File: src/hw/rtl/pkc_pkg.sv
package pkc_pkg;

	// one accepted input item: a frame byte with its end marker
	typedef struct packed {
		logic [7:0] frame_byte;
		logic       last_byte;
	} pkc_item_t;

	// one result item
	typedef struct packed {
		logic [3:0]  frame_class;
		logic [2:0]  application_class;
		logic [31:0] arp_count;
		logic [31:0] ipv4_count;
		logic [31:0] ipv6_count;
		logic [31:0] tcp_count;
		logic [31:0] udp_count;
		logic [31:0] http_count;
		logic [31:0] smtp_count;
		logic [31:0] dns_count;
		logic [31:0] ftp_count;
		logic [31:0] frame_count;
	} pkc_result_t;

	// classified frame handed from front to back through the queue
	typedef struct packed {
		logic [3:0] frame_class;
		logic [2:0] application_class;
	} pkc_rec_t;

	// frame classes
	localparam logic [3:0] CLASS_OTHER      = 4'd0;
	localparam logic [3:0] CLASS_ARP        = 4'd1;
	localparam logic [3:0] CLASS_IPV4_OTHER = 4'd2;
	localparam logic [3:0] CLASS_IPV4_ICMP  = 4'd3;
	localparam logic [3:0] CLASS_IPV4_TCP   = 4'd4;
	localparam logic [3:0] CLASS_IPV4_UDP   = 4'd5;
	localparam logic [3:0] CLASS_IPV6_OTHER = 4'd6;
	localparam logic [3:0] CLASS_IPV6_TCP   = 4'd7;
	localparam logic [3:0] CLASS_IPV6_UDP   = 4'd8;

	// application classes
	localparam logic [2:0] APP_NONE = 3'd0;
	localparam logic [2:0] APP_HTTP = 3'd1;
	localparam logic [2:0] APP_SMTP = 3'd2;
	localparam logic [2:0] APP_DNS  = 3'd3;
	localparam logic [2:0] APP_FTP  = 3'd4;

	// protocol constants
	localparam logic [15:0] ETYPE_IPV4 = 16'h0800;
	localparam logic [15:0] ETYPE_ARP  = 16'h0806;
	localparam logic [15:0] ETYPE_IPV6 = 16'h86dd;
	localparam logic [7:0]  PROTO_ICMP = 8'd1;
	localparam logic [7:0]  PROTO_TCP  = 8'd6;
	localparam logic [7:0]  PROTO_UDP  = 8'd17;
	localparam logic [15:0] PORT_HTTP  = 16'd80;
	localparam logic [15:0] PORT_SMTP  = 16'd25;
	localparam logic [15:0] PORT_DNS   = 16'd53;
	localparam logic [15:0] PORT_FTPD  = 16'd20;
	localparam logic [15:0] PORT_FTPC  = 16'd21;

	// counter slots
	localparam int CNT_ARP   = 0;
	localparam int CNT_IPV4  = 1;
	localparam int CNT_IPV6  = 2;
	localparam int CNT_TCP   = 3;
	localparam int CNT_UDP   = 4;
	localparam int CNT_HTTP  = 5;
	localparam int CNT_SMTP  = 6;
	localparam int CNT_DNS   = 7;
	localparam int CNT_FTP   = 8;
	localparam int CNT_FRAME = 9;
	localparam int NUM_CNT   = 10;

	// front-to-back queue
	localparam int QDEPTH = 2;

endpackage

File: src/hw/rtl/pkc_front.sv
module pkc_front (
	input  logic                clk,
	input  logic                arst_n,
	input  logic                item_valid,
	output logic                item_ready,
	input  pkc_pkg::pkc_item_t  item,
	output logic                push,
	output pkc_pkg::pkc_rec_t   rec,
	input  logic                q_full
);
	import pkc_pkg::*;

	logic [5:0]  off_q;
	logic [3:0]  seen_q;      // ethertype, protocol, source port, destination port
	logic [15:0] etype_q;
	logic [7:0]  proto_q;
	logic [15:0] sport_q;
	logic [15:0] dport_q;

	logic [3:0]  seen_n;
	logic [15:0] etype_n;
	logic [7:0]  proto_n;
	logic [15:0] sport_n;
	logic [15:0] dport_n;
	logic        v4;
	logic        v6;
	logic        acc;
	logic        transport;
	logic        m_http;
	logic        m_smtp;
	logic        m_dns;
	logic        m_ftp;

	assign item_ready = !q_full;
	assign acc        = item_valid && item_ready;
	assign push       = acc && item.last_byte;

	// capture state as it stands after this byte
	always_comb begin
		seen_n  = seen_q;
		etype_n = etype_q;
		proto_n = proto_q;
		sport_n = sport_q;
		dport_n = dport_q;
		if (off_q == 6'd12) begin
			etype_n[15:8] = item.frame_byte;
		end
		if (off_q == 6'd13) begin
			etype_n[7:0] = item.frame_byte;
			seen_n[0]    = 1'b1;
		end
		v4 = seen_n[0] && (etype_n == ETYPE_IPV4);
		v6 = seen_n[0] && (etype_n == ETYPE_IPV6);
		if ((v4 && off_q == 6'd23) || (v6 && off_q == 6'd20)) begin
			proto_n   = item.frame_byte;
			seen_n[1] = 1'b1;
		end
		if ((v4 && off_q == 6'd34) || (v6 && off_q == 6'd54)) begin
			sport_n[15:8] = item.frame_byte;
		end
		if ((v4 && off_q == 6'd35) || (v6 && off_q == 6'd55)) begin
			sport_n[7:0] = item.frame_byte;
			seen_n[2]    = 1'b1;
		end
		if ((v4 && off_q == 6'd36) || (v6 && off_q == 6'd56)) begin
			dport_n[15:8] = item.frame_byte;
		end
		if ((v4 && off_q == 6'd37) || (v6 && off_q == 6'd57)) begin
			dport_n[7:0] = item.frame_byte;
			seen_n[3]    = 1'b1;
		end
	end

	// a port only matches once both of its bytes arrived
	assign m_http = (seen_n[2] && sport_n == PORT_HTTP) || (seen_n[3] && dport_n == PORT_HTTP);
	assign m_smtp = (seen_n[2] && sport_n == PORT_SMTP) || (seen_n[3] && dport_n == PORT_SMTP);
	assign m_dns  = (seen_n[2] && sport_n == PORT_DNS)  || (seen_n[3] && dport_n == PORT_DNS);
	assign m_ftp  = (seen_n[2] && (sport_n == PORT_FTPD || sport_n == PORT_FTPC)) ||
	                (seen_n[3] && (dport_n == PORT_FTPD || dport_n == PORT_FTPC));

	// classification, only consumed on the last byte
	always_comb begin
		rec.frame_class       = CLASS_OTHER;
		rec.application_class = APP_NONE;
		transport             = 1'b0;
		if (seen_n[0]) begin
			if (etype_n == ETYPE_ARP) begin
				rec.frame_class = CLASS_ARP;
			end else if (etype_n == ETYPE_IPV4) begin
				rec.frame_class = CLASS_IPV4_OTHER;
				if (seen_n[1] && proto_n == PROTO_ICMP) begin
					rec.frame_class = CLASS_IPV4_ICMP;
				end else if (seen_n[1] && proto_n == PROTO_TCP) begin
					rec.frame_class = CLASS_IPV4_TCP;
					transport       = 1'b1;
				end else if (seen_n[1] && proto_n == PROTO_UDP) begin
					rec.frame_class = CLASS_IPV4_UDP;
					transport       = 1'b1;
				end
			end else if (etype_n == ETYPE_IPV6) begin
				rec.frame_class = CLASS_IPV6_OTHER;
				if (seen_n[1] && proto_n == PROTO_TCP) begin
					rec.frame_class = CLASS_IPV6_TCP;
					transport       = 1'b1;
				end else if (seen_n[1] && proto_n == PROTO_UDP) begin
					rec.frame_class = CLASS_IPV6_UDP;
					transport       = 1'b1;
				end
			end
		end
		if (transport) begin
			if (m_http) begin
				rec.application_class = APP_HTTP;
			end else if (m_smtp) begin
				rec.application_class = APP_SMTP;
			end else if (m_dns) begin
				rec.application_class = APP_DNS;
			end else if (m_ftp) begin
				rec.application_class = APP_FTP;
			end
		end
	end

	always_ff @(posedge clk or negedge arst_n) begin
		if (!arst_n) begin
			off_q  <= '0;
			seen_q <= '0;
		end else if (acc) begin
			if (item.last_byte) begin
				off_q  <= '0;
				seen_q <= '0;
			end else begin
				if (off_q != 6'd63) begin
					off_q <= off_q + 6'd1;
				end
				seen_q <= seen_n;
			end
		end
	end

	// captured fields are qualified by seen_q
	always_ff @(posedge clk or negedge arst_n) begin
		if (!arst_n) begin
			etype_q <= '0;
			proto_q <= '0;
			sport_q <= '0;
			dport_q <= '0;
		end else if (acc) begin
			etype_q <= etype_n;
			proto_q <= proto_n;
			sport_q <= sport_n;
			dport_q <= dport_n;
		end
	end

endmodule

File: src/hw/rtl/pkc_queue.sv
module pkc_queue (
	input  logic              clk,
	input  logic              arst_n,
	input  logic              push,
	input  pkc_pkg::pkc_rec_t push_data,
	output logic              full,
	input  logic              pop,
	output logic              valid,
	output pkc_pkg::pkc_rec_t pop_data
);
	import pkc_pkg::*;

	localparam int AW = (QDEPTH > 1) ? $clog2(QDEPTH) : 1;
	localparam int CW = $clog2(QDEPTH + 1);

	pkc_rec_t        mem_q [QDEPTH];
	logic [AW-1:0]   wr_q;
	logic [AW-1:0]   rd_q;
	logic [CW-1:0]   cnt_q;

	assign full     = (cnt_q == CW'(QDEPTH));
	assign valid    = (cnt_q != '0);
	assign pop_data = mem_q[rd_q];

	always_ff @(posedge clk) begin
		if (push) begin
			mem_q[wr_q] <= push_data;
		end
	end

	always_ff @(posedge clk or negedge arst_n) begin
		if (!arst_n) begin
			wr_q  <= '0;
			rd_q  <= '0;
			cnt_q <= '0;
		end else begin
			if (push) begin
				wr_q <= (wr_q == AW'(QDEPTH - 1)) ? '0 : wr_q + AW'(1);
			end
			if (pop) begin
				rd_q <= (rd_q == AW'(QDEPTH - 1)) ? '0 : rd_q + AW'(1);
			end
			if (push && !pop) begin
				cnt_q <= cnt_q + CW'(1);
			end else if (pop && !push) begin
				cnt_q <= cnt_q - CW'(1);
			end
		end
	end

endmodule

File: src/hw/rtl/pkc_back.sv
module pkc_back #(
	parameter int COUNTER_WIDTH = 32
) (
	input  logic                 clk,
	input  logic                 arst_n,
	input  logic                 q_valid,
	output logic                 q_pop,
	input  pkc_pkg::pkc_rec_t    q_data,
	output logic                 result_valid,
	input  logic                 result_ready,
	output pkc_pkg::pkc_result_t result
);
	import pkc_pkg::*;

	localparam int MIN_W = (COUNTER_WIDTH < 32) ? COUNTER_WIDTH : 32;

	logic [COUNTER_WIDTH-1:0] cnt_q [NUM_CNT];
	logic [COUNTER_WIDTH-1:0] cnt_n [NUM_CNT];
	logic [NUM_CNT-1:0]       inc;
	logic                     valid_q;
	pkc_result_t              result_q;
	pkc_result_t              result_d;

	function automatic logic [31:0] to32(input logic [COUNTER_WIDTH-1:0] v);
		return 32'(v[MIN_W-1:0]);
	endfunction

	assign q_pop        = q_valid && (!valid_q || result_ready);
	assign result_valid = valid_q;
	assign result       = result_q;

	// counter increments from the frame record
	always_comb begin
		inc            = '0;
		inc[CNT_FRAME] = 1'b1;
		unique case (q_data.frame_class) inside
			CLASS_ARP: begin
				inc[CNT_ARP] = 1'b1;
			end
			CLASS_IPV4_OTHER, CLASS_IPV4_ICMP: begin
				inc[CNT_IPV4] = 1'b1;
			end
			CLASS_IPV4_TCP: begin
				inc[CNT_IPV4] = 1'b1;
				inc[CNT_TCP]  = 1'b1;
			end
			CLASS_IPV4_UDP: begin
				inc[CNT_IPV4] = 1'b1;
				inc[CNT_UDP]  = 1'b1;
			end
			CLASS_IPV6_OTHER: begin
				inc[CNT_IPV6] = 1'b1;
			end
			CLASS_IPV6_TCP: begin
				inc[CNT_IPV6] = 1'b1;
				inc[CNT_TCP]  = 1'b1;
			end
			CLASS_IPV6_UDP: begin
				inc[CNT_IPV6] = 1'b1;
				inc[CNT_UDP]  = 1'b1;
			end
			default: begin
			end
		endcase
		unique case (q_data.application_class)
			APP_HTTP: inc[CNT_HTTP] = 1'b1;
			APP_SMTP: inc[CNT_SMTP] = 1'b1;
			APP_DNS:  inc[CNT_DNS]  = 1'b1;
			APP_FTP:  inc[CNT_FTP]  = 1'b1;
			default: begin
			end
		endcase
	end

	always_comb begin
		for (int i = 0; i < NUM_CNT; i++) begin
			cnt_n[i] = cnt_q[i] + COUNTER_WIDTH'(inc[i]);
		end
	end

	always_comb begin
		result_d.frame_class       = q_data.frame_class;
		result_d.application_class = q_data.application_class;
		result_d.arp_count         = to32(cnt_n[CNT_ARP]);
		result_d.ipv4_count        = to32(cnt_n[CNT_IPV4]);
		result_d.ipv6_count        = to32(cnt_n[CNT_IPV6]);
		result_d.tcp_count         = to32(cnt_n[CNT_TCP]);
		result_d.udp_count         = to32(cnt_n[CNT_UDP]);
		result_d.http_count        = to32(cnt_n[CNT_HTTP]);
		result_d.smtp_count        = to32(cnt_n[CNT_SMTP]);
		result_d.dns_count         = to32(cnt_n[CNT_DNS]);
		result_d.ftp_count         = to32(cnt_n[CNT_FTP]);
		result_d.frame_count       = to32(cnt_n[CNT_FRAME]);
	end

	always_ff @(posedge clk or negedge arst_n) begin
		if (!arst_n) begin
			valid_q <= 1'b0;
			for (int i = 0; i < NUM_CNT; i++) begin
				cnt_q[i] <= '0;
			end
		end else begin
			if (q_pop) begin
				valid_q <= 1'b1;
				for (int i = 0; i < NUM_CNT; i++) begin
					cnt_q[i] <= cnt_n[i];
				end
			end else if (result_ready) begin
				valid_q <= 1'b0;
			end
		end
	end

	always_ff @(posedge clk) begin
		if (q_pop) begin
			result_q <= result_d;
		end
	end

endmodule

File: src/hw/rtl/packet_type_classifier_counters_unit.sv
// Channel   Handshake                   Payload                Moves
// item      item_valid / item_ready     item (pkc_item_t)      one frame byte
// result    result_valid / result_ready result (pkc_result_t)  one classified frame
//
// One item is taken every cycle; item_ready drops only while the two-entry
// queue between front and back is full, i.e. when result_ready has been low.
// A result becomes valid once the item carrying last_byte is taken: the
// accepting edge writes the record into the queue, and once the output
// register is free the record moves through the counter update into the
// output register. Reset (arst_n, async) zeroes all counters and the
// per-frame capture state at once; no clearing pass is needed.
module packet_type_classifier_counters_unit #(
	parameter int COUNTER_WIDTH = 32
) (
	input  logic                 clk,
	input  logic                 arst_n,
	input  logic                 item_valid,
	output logic                 item_ready,
	input  pkc_pkg::pkc_item_t   item,
	output logic                 result_valid,
	input  logic                 result_ready,
	output pkc_pkg::pkc_result_t result
);
	import pkc_pkg::*;

	// front -> queue
	logic     push;
	pkc_rec_t push_rec;
	logic     q_full;

	// queue -> back
	logic     q_valid;
	logic     q_pop;
	pkc_rec_t q_rec;

	// front: byte offset tracking, field capture, frame classification
	pkc_front u_front (
		.clk        (clk),
		.arst_n     (arst_n),
		.item_valid (item_valid),
		.item_ready (item_ready),
		.item       (item),
		.push       (push),
		.rec        (push_rec),
		.q_full     (q_full)
	);

	// decouples the byte stream from result backpressure
	pkc_queue u_queue (
		.clk       (clk),
		.arst_n    (arst_n),
		.push      (push),
		.push_data (push_rec),
		.full      (q_full),
		.pop       (q_pop),
		.valid     (q_valid),
		.pop_data  (q_rec)
	);

	// back: counter update and registered result
	pkc_back #(
		.COUNTER_WIDTH (COUNTER_WIDTH)
	) u_back (
		.clk          (clk),
		.arst_n       (arst_n),
		.q_valid      (q_valid),
		.q_pop        (q_pop),
		.q_data       (q_rec),
		.result_valid (result_valid),
		.result_ready (result_ready),
		.result       (result)
	);

	// the front never writes a full queue
	a_no_overflow: assert property (@(posedge clk) disable iff (!arst_n)
		push |-> !q_full)
		else $error("queue written while full");

	// the back only pops a record that exists
	a_no_underflow: assert property (@(posedge clk) disable iff (!arst_n)
		q_pop |-> q_valid)
		else $error("queue popped while empty");

	// an application is reported only for tcp or udp frames
	a_app_needs_transport: assert property (@(posedge clk) disable iff (!arst_n)
		(result_valid && result.application_class != APP_NONE) |->
		(result.frame_class == CLASS_IPV4_TCP || result.frame_class == CLASS_IPV4_UDP ||
		 result.frame_class == CLASS_IPV6_TCP || result.frame_class == CLASS_IPV6_UDP))
		else $error("application class without tcp or udp");

endmodule

File: config.mk
export PLATFORM = sky130hd
export DESIGN_NAME = packet_type_classifier_counters_unit
export DESIGN_NICKNAME = d
export VERILOG_FILES = /design/src/hw/rtl/pkc_pkg.sv /design/src/hw/rtl/pkc_front.sv /design/src/hw/rtl/pkc_queue.sv /design/src/hw/rtl/pkc_back.sv /design/src/hw/rtl/packet_type_classifier_counters_unit.sv
export SDC_FILE = /design/constraint.sdc
export NUM_CORES = 1
export LEC_CHECK = 0
export BUFFER_PORTS_ARGS = -buffer_cell sky130_fd_sc_hd__buf_2
export CORE_MARGIN = 1
export CORE_UTILIZATION = 64
export CTS_CLUSTER_DIAMETER = 150
export CTS_CLUSTER_SIZE = 30
export DETAILED_ROUTE_END_ITERATION = 16
export HOLD_SLACK_MARGIN = 0.1
export PLACE_DENSITY = 0.94
export SLEW_MARGIN = 20
export SYNTH_ARGS = -nofsm -noshare
export SYNTH_HDL_FRONTEND = slang
export SYNTH_SLANG_ARGS = --single-unit
export TNS_END_PERCENT = 30
File: constraint.sdc
create_clock -name clk -period 21.3 [get_ports clk]
set_input_delay 2.13 -clock clk [delete_from_list [all_inputs] [get_ports clk]]
set_output_delay 2.13 -clock clk [all_outputs]
set_load 0.01 [all_outputs]
==> impl_metrics.env, run 1 <==
export IMPL_p_per_area_mw_per_mm2=95.3
export IMPL_hold_viol_final=0
export IMPL_fill_cells=3131
export IMPL_max_stage_delay_ns=0.72
export IMPL_ctsResizeCount=0
export IMPL_first_pass_iters=6
export IMPL_ys_flop_type="dfrtp_1"
export IMPL_maxCapViolations=0
export IMPL_min_path_type="flop to flop"
export IMPL_synth_seq_cells=732
export IMPL_rr_endpoint="u_back.result[255]"
export IMPL_power_mw=3.37
export IMPL_reg2reg_from="u_queue.rd_q"
export IMPL_cts_hold_buffers_added=0
export IMPL_r2r_setup_slack_ns=16.31
export IMPL_holdPathEnd="u_back.cnt_q[87]"
export IMPL_fin_skew_ns=0.0305
export IMPL_fin_ws_ns=16.06
export IMPL_cp_buffers_inverters=1
export IMPL_end_kind="flop"
export IMPL_fin_crit_sh_pct=24.6
export IMPL_drive_above_1_share_pct=16.0
export IMPL_ir_drop_v=0.000183
export IMPL_finalSetupTns_ns=0
export IMPL_yosysTopAreaCellShare_pct=31.9
export IMPL_final_util_pct=71.7
export IMPL_viasPerCell=5.77
export IMPL_wl_per_cell_um=19.1
export IMPL_hpwl_mm=48.4
export IMPL_clkPwrFrac_pct=20.0
export IMPL_p_leak_nw=16.2
export IMPL_rsz0062_at_grt="no"
export IMPL_placementRows=81
export IMPL_grt_pass1_vias=20200
export IMPL_clk_pin_slew_ns=0.12
export IMPL_cts_sinks=732
export IMPL_yosysUniqueCellTypes=67
export IMPL_die_area_mm2=0.0511
export IMPL_p_sw_mw=1.07
export IMPL_slowest_stage="nor4_1"
export IMPL_overflow=0
export IMPL_drtAntennaViolNets=0
export IMPL_wl_mm=68.4
export IMPL_p_comb_share_pct=22.1
export IMPL_maxSlewViolCount=0
export IMPL_finalSetupViolCount=0
export IMPL_cts_max_path_buffers=3
export IMPL_cts_root_buf="clkbuf_16"
export IMPL_status="completed"
export IMPL_min_delay_start="u_back.cnt_q[87]"
export IMPL_synth_nets=2647
export IMPL_critical_path_class="primary input to flop"
export IMPL_synth_top_cell_by_area="edfxtp_1"
export IMPL_grt_max_degree=174
export IMPL_via_count=20700
export IMPL_startpoint_type="primary input"
export IMPL_port_buffers=341
export IMPL_path_cells="buf_2 > nor4_1 > nand4b_1 > a22oi_2 > a41oi_2 > nor2b_1 > mux2i_1 > nor2_2 > a221o_1 > a2111oi_2"
export IMPL_synth_async_reset_ratio_pct=53.4
export IMPL_grt_first_pass_wirelength_mm=107
export IMPL_intPower_mw=2.30
export IMPL_crit_family="simple AND/OR/NAND/NOR gates"
export IMPL_worstPathArrival_ns=5.64
export IMPL_cts_setup_buffers=0
export IMPL_cts_tree="built"
export IMPL_ys_top_cells_by_area="edfxtp_1, dfrtp_1, xnor2_1"
export IMPL_die_x_um=226
export IMPL_place_gp_congestion=0.913
export IMPL_syn_to_final_growth_pct=9.93
export IMPL_nets=2945
export IMPL_io_pins=342
export IMPL_clock_latency_ns=0.62
export IMPL_numCtsBuffers=28
export IMPL_dpl_cell_count=3541
export IMPL_relSlewSlack_pct=35.5
export IMPL_pre_cts_slack_ns=15.52
export IMPL_layout_cells_non_filler=3593
export IMPL_whs_path_depth=1
export IMPL_die_h_um=226
export IMPL_grt_usage_pct=26.5
export IMPL_start_util_pct=65.2
export IMPL_worstPathRequired_ns=21.70
export IMPL_seq_power_share_pct=57.9
export IMPL_drc=0
export IMPL_antenna_diode_count=0
export IMPL_core_mm2=0.0493
export IMPL_avgSynthCellArea_um2=12.3
export IMPL_syn_cell_area_mm2=0.0321
export IMPL_synth_cells=2610
export IMPL_synth_edf_count=341
export IMPL_antenna_found_initial=0
export IMPL_h_tree_depth=1
export IMPL_crit_fanout=12
export IMPL_synth_warnings=0
export IMPL_dr_first_iter_drc_count=1997
export IMPL_ff2ff_path_depth=13
export IMPL_post_route_min_period_ns=5.24
export IMPL_switching_share_pct=31.8
export IMPL_seq_area_frac_synth_pct=62.3
export IMPL_timing_fmax_ghz=0.191
export IMPL_tightestPinTransition_ns=0.967
power groups by stage:
stage	registers, mW	logic, mW	clock network [mW]
final	1.95	0.743	0.674
after global routing	1.97	0.806	0.730
after CTS	1.95	0.747	0.688
after detailed placement	1.98	0.745	0
after global placement	1.97	0.725	0
after floorplan	2.15	0.275	0
cell usage in the layout (no fill, tap or decap), types with 56 or more instances in the layout:
cell and count:
dfrtp_1 391, edfxtp_1 341, nand2_1 340, buf_2 340
xnor2_1 312, xor2_1 298, nor2_1 238, nand3_1 126
mux2_2 60, nand4_1 59, and3_1 56
per-stage QoR:
stage	hold WS [ns]	area, um^2
2_1_floorplan	0.445	32100
3_3_place_gp	0.458	34500
3_5_place_dp	0.462	34500
4_1_cts	0.482	35300
5_1_grt	0.504	35300
6_report	0.476	35300
registers in the layout, summed over array words and instances, names as in the netlist, 4 cells and up:
signal	count
u_back.cnt_q	320
u_back.result	327
u_front.dport_q	16
u_front.etype_q	16
u_front.off_q	6
u_front.proto_q	8
u_front.seen_q	4
u_front.sport_q	16
u_queue.mem_q	14
how the worst max path moves through the flow:
stage	from	to	slack (ns)	depth (start not counted)
2_1_floorplan	result_ready	u_back.result[0]	8.75	5
3_3_place_gp	item[7]	u_queue.mem_q[0][2]	15.69	10
3_5_place_dp	item[7]	u_queue.mem_q[0][2]	15.52	10
4_1_cts	item[7]	u_queue.mem_q[0][2]	16.17	10
5_1_grt	item[7]	u_queue.mem_q[0][2]	15.90	10
6_report	item[7]	u_queue.mem_q[0][2]	16.06	10
area by class of cell:
class	instances	area, um^2	share of cell area (%)
clock inverter	1	20.0	0.0567
multi-input combinational	1770	11700	33.1
sequential	732	20000	56.7
inverter	24	97.6	0.276
tap	664	831	2.35
timing repair buffer	352	1840	5.20
clock buffer	50	805	2.28
worst reg2reg max path: stages, from the launching register on:
cell and delay, ns:
dfrtp_1 0.63, mux2_2 0.46, or2_2 0.32, o22ai_1 0.25, ha_1 0.23, nand3_1 0.23
nor4_2 0.64, nor3b_1 0.46, and3_1 0.28, and3_1 0.24, nand3_1 0.25, nor2_1 0.43
nand3_1 0.15, xnor2_1 0.16
per-layer routing:
| layer | share of wire (%) | GRT usage [%] | vias up |
|---|---|---|---|
| met3 | 5.9 | 3.51 | 118 |
| met5 | 0 | 0 | - |
| met1 | 41 | 35.6 | 10400 |
| li1 | - | - | 9459 |
| met2 | 50 | 45.1 | 767 |
| met4 | 3.0 | 8.41 | 0 |
synthesized netlist by cell type (13+ instances only):
library cell and instances:
ha_1 24, mux2_2 60, dfrtp_1 391, and2_1 31, mux2i_1 13, and3_1 56, nor4_1 15, and4_1 14
nor2_1 238, xor2_1 298, nand2_1 340, nand4_1 59, inv_1 24, a21oi_1 13, nor3_1 53, xnor2_1 312
edfxtp_1 341, nand3_1 126, clkbuf_1 72
logic make-up (layout without fill, tap and decap cells):
kind of cell | after synthesis | count (layout) | share of synthesized area (%)
and+or+nand+nor | 1005 | 1005 | 14.8
DFF | 732 | 732 | 62.3
muxes | 74 | 74 | 2.56
AOI/OAI and AO/OA | 57 | 57 | 1.42
buffers and inverters | 108 | 427 | 1.30
xor gates and xnor gates | 610 | 610 | 16.6
adders and majority gates | 24 | 24 | 0.935
(Power assumes the default switching activity.)
==> run 2, diff against run 1 <==
- CORE_UTILIZATION: 64 -> 59
- PLACE_DENSITY: 0.94 -> 0.88
- clock period: 21.3 -> 5.5 ns (I/O delays scaled with it)
==> run 2 against run 1 <==
Against the previous run:
- sequential power increased to 3.9 times the previous value
- combinational power rose to 4.0 times the previous value
- critical path depth grew 3
- clock power grew to 3.9 times the previous value
- wire length is 2.4% lower
- global-route usage down 2.7 points
- largest cell class unchanged
==> impl_metrics.env, run 2 (synthesis results as in run 1) <==
export IMPL_hpwl_mm=46.8
export IMPL_worstPathArrival_ns=5.22
export IMPL_timing_fmax_ghz=0.206
export IMPL_worstPathRequired_ns=5.88
export IMPL_top_layer_used="met4"
export IMPL_p_per_area_mw_per_mm2=369
export IMPL_reg2reg_from="u_queue.rd_q"
export IMPL_tightestPinTransition_ns=1.00
export IMPL_maxSlewViolCount=0
export IMPL_relSlewSlack_pct=33.2
export IMPL_critical_path_class="flop to flop"
export IMPL_crit_fanout=8
export IMPL_final_util_pct=65.8
export IMPL_cts_tree="built"
export IMPL_clock_latency_ns=0.62
export IMPL_wl_per_cell_um=18.4
export IMPL_dpl_cell_count=3580
export IMPL_h_tree_depth=1
export IMPL_cts_setup_buffers=0
export IMPL_drc=0
export IMPL_cts_root_buf="clkbuf_16"
export IMPL_die_area_mm2=0.0554
export IMPL_largest_reg_flops=327
export IMPL_numCtsBuffers=28
export IMPL_fin_hold_ws_ns=0.273
export IMPL_placementRows=85
export IMPL_die_h_um=235
export IMPL_via_count=20300
export IMPL_maxCapViolations=0
export IMPL_drtAntennaViolNets=0
export IMPL_wl_mm=66.8
export IMPL_wl_met1_mm=28.3
export IMPL_fin_skew_ns=0.0352
export IMPL_overflow=0
export IMPL_fin_area_mm2=0.0354
export IMPL_finalSetupViolCount=0
export IMPL_drive_above_1_share_pct=16.1
export IMPL_holdPathEnd="u_back.result_valid"
export IMPL_min_delay_start="result_ready"
export IMPL_end_kind="flop"
export IMPL_fill_cells=3794
export IMPL_final_cell_mix="dfrtp_1, edfxtp_1, nand2_1, buf_2, xnor2_1"
export IMPL_antenna_diode_count=0
export IMPL_die_x_um=235
export IMPL_pre_cts_slack_ns=0.743
export IMPL_hold_viol_final=0
export IMPL_min_path_type="primary input to flop"
export IMPL_whs_path_depth=3
export IMPL_viasPerCell=5.60
export IMPL_p_leak_nw=16.2
export IMPL_ff2ff_path_depth=13
export IMPL_antenna_found_initial=0
export IMPL_layout_cells_non_filler=3633
export IMPL_dr_wl_met2_mm=32.9
export IMPL_startpoint_type="flop"
export IMPL_io_pins=342
export IMPL_place_area_mm2=0.0346
export IMPL_clk_pin_slew_ns=0.12
export IMPL_grt_usage_pct=23.8
export IMPL_finalSetupTns_ns=0
export IMPL_fin_ws_ns=0.657
export IMPL_status="completed"
export IMPL_port_buffers=341
export IMPL_grt_first_pass_wirelength_mm=106
export IMPL_r2r_setup_slack_ns=0.66
export IMPL_post_route_min_period_ns=4.84
export IMPL_met3_length_mm=3.87
export IMPL_rr_endpoint="u_back.result[255]"
export IMPL_fin_crit_sh_pct=88.1
export IMPL_grt_pass1_vias=20000
export IMPL_core_mm2=0.0538
export IMPL_ir_drop_v=0.000362
export IMPL_rsz0062_at_grt="no"
export IMPL_nets=2952
export IMPL_grt_max_degree=144
export IMPL_dr_first_iter_drc_count=1418
export IMPL_syn_to_final_growth_pct=10.3
export IMPL_first_pass_iters=5
export IMPL_cts_sinks=732
export IMPL_place_gp_congestion=0.939
export IMPL_mostFrequentLayoutCell="dfrtp_1"
export IMPL_start_util_pct=59.7
export IMPL_power_mw=13.1
export IMPL_cts_max_path_buffers=3
==> run 2: cell count changes in the layout (fill, tap and decap cells not counted), sizes merged <==
cell and change:
dlygate4sd3 +1, clkbuf +1, buf +6
==> run 2: worst max-delay path by stage <==
stage	endpoint	cells after the start	startpoint
6_report	u_back.result[255]	13	u_queue.rd_q
5_1_grt	u_back.result[255]	13	u_queue.rd_q
4_1_cts	u_back.result[255]	13	u_queue.rd_q
3_5_place_dp	u_back.result[255]	13	u_queue.rd_q
3_3_place_gp	u_back.result[255]	13	u_queue.rd_q
2_1_floorplan	u_back.result[255]	14	u_queue.rd_q
==> run 2: cell type report <==
| type | count | area, um^2 | area share (%) |
|---|---|---|---|
| flip-flops and latches | 732 | 20000 | 56.5 |
| multi-input cells | 1770 | 11700 | 33.0 |
| clock inverters | 1 | 20.0 | 0.0565 |
| clock buffers | 51 | 808 | 2.28 |
| repair buffers | 359 | 1900 | 5.38 |
| inverters | 24 | 97.6 | 0.276 |
| well taps | 696 | 871 | 2.46 |
==> run 2: critical path: stages, from the launching register on <==
cell and delay (ns):
dfrtp_1 0.59, mux2_2 0.44, or2_2 0.32, o22ai_1 0.20
ha_1 0.28, nand3_1 0.24, nor4_2 0.61, nor3b_1 0.44
and3_1 0.28, and3_1 0.23, nand3_1 0.24, nor2_1 0.42
nand3_1 0.16, xnor2_1 0.15
==> run 2: power by group <==
part / internal (mW) / switching, mW / leakage [nW]
clock: 1.02 / 1.61 / 0.393
sequential: 7.02 / 0.484 / 8.77
combinational: 0.873 / 2.07 / 7.07
total: 8.92 / 4.17 / 16.2
==> run 2: metal layers <==
metal	GRT usage, %	up-vias
met4	6.75	0
met3	3.13	99
li1	-	9473
met5	0	-
met2	39.9	651
met1	32.9	10100
==> run 2: repair_timing <==
| action | in CTS | in global routing |
|---|---|---|
| hold buffers | 1 | 0 |
| hold endpoints to repair | 107 | 0 |
| gates resized for setup | 0 | 0 |
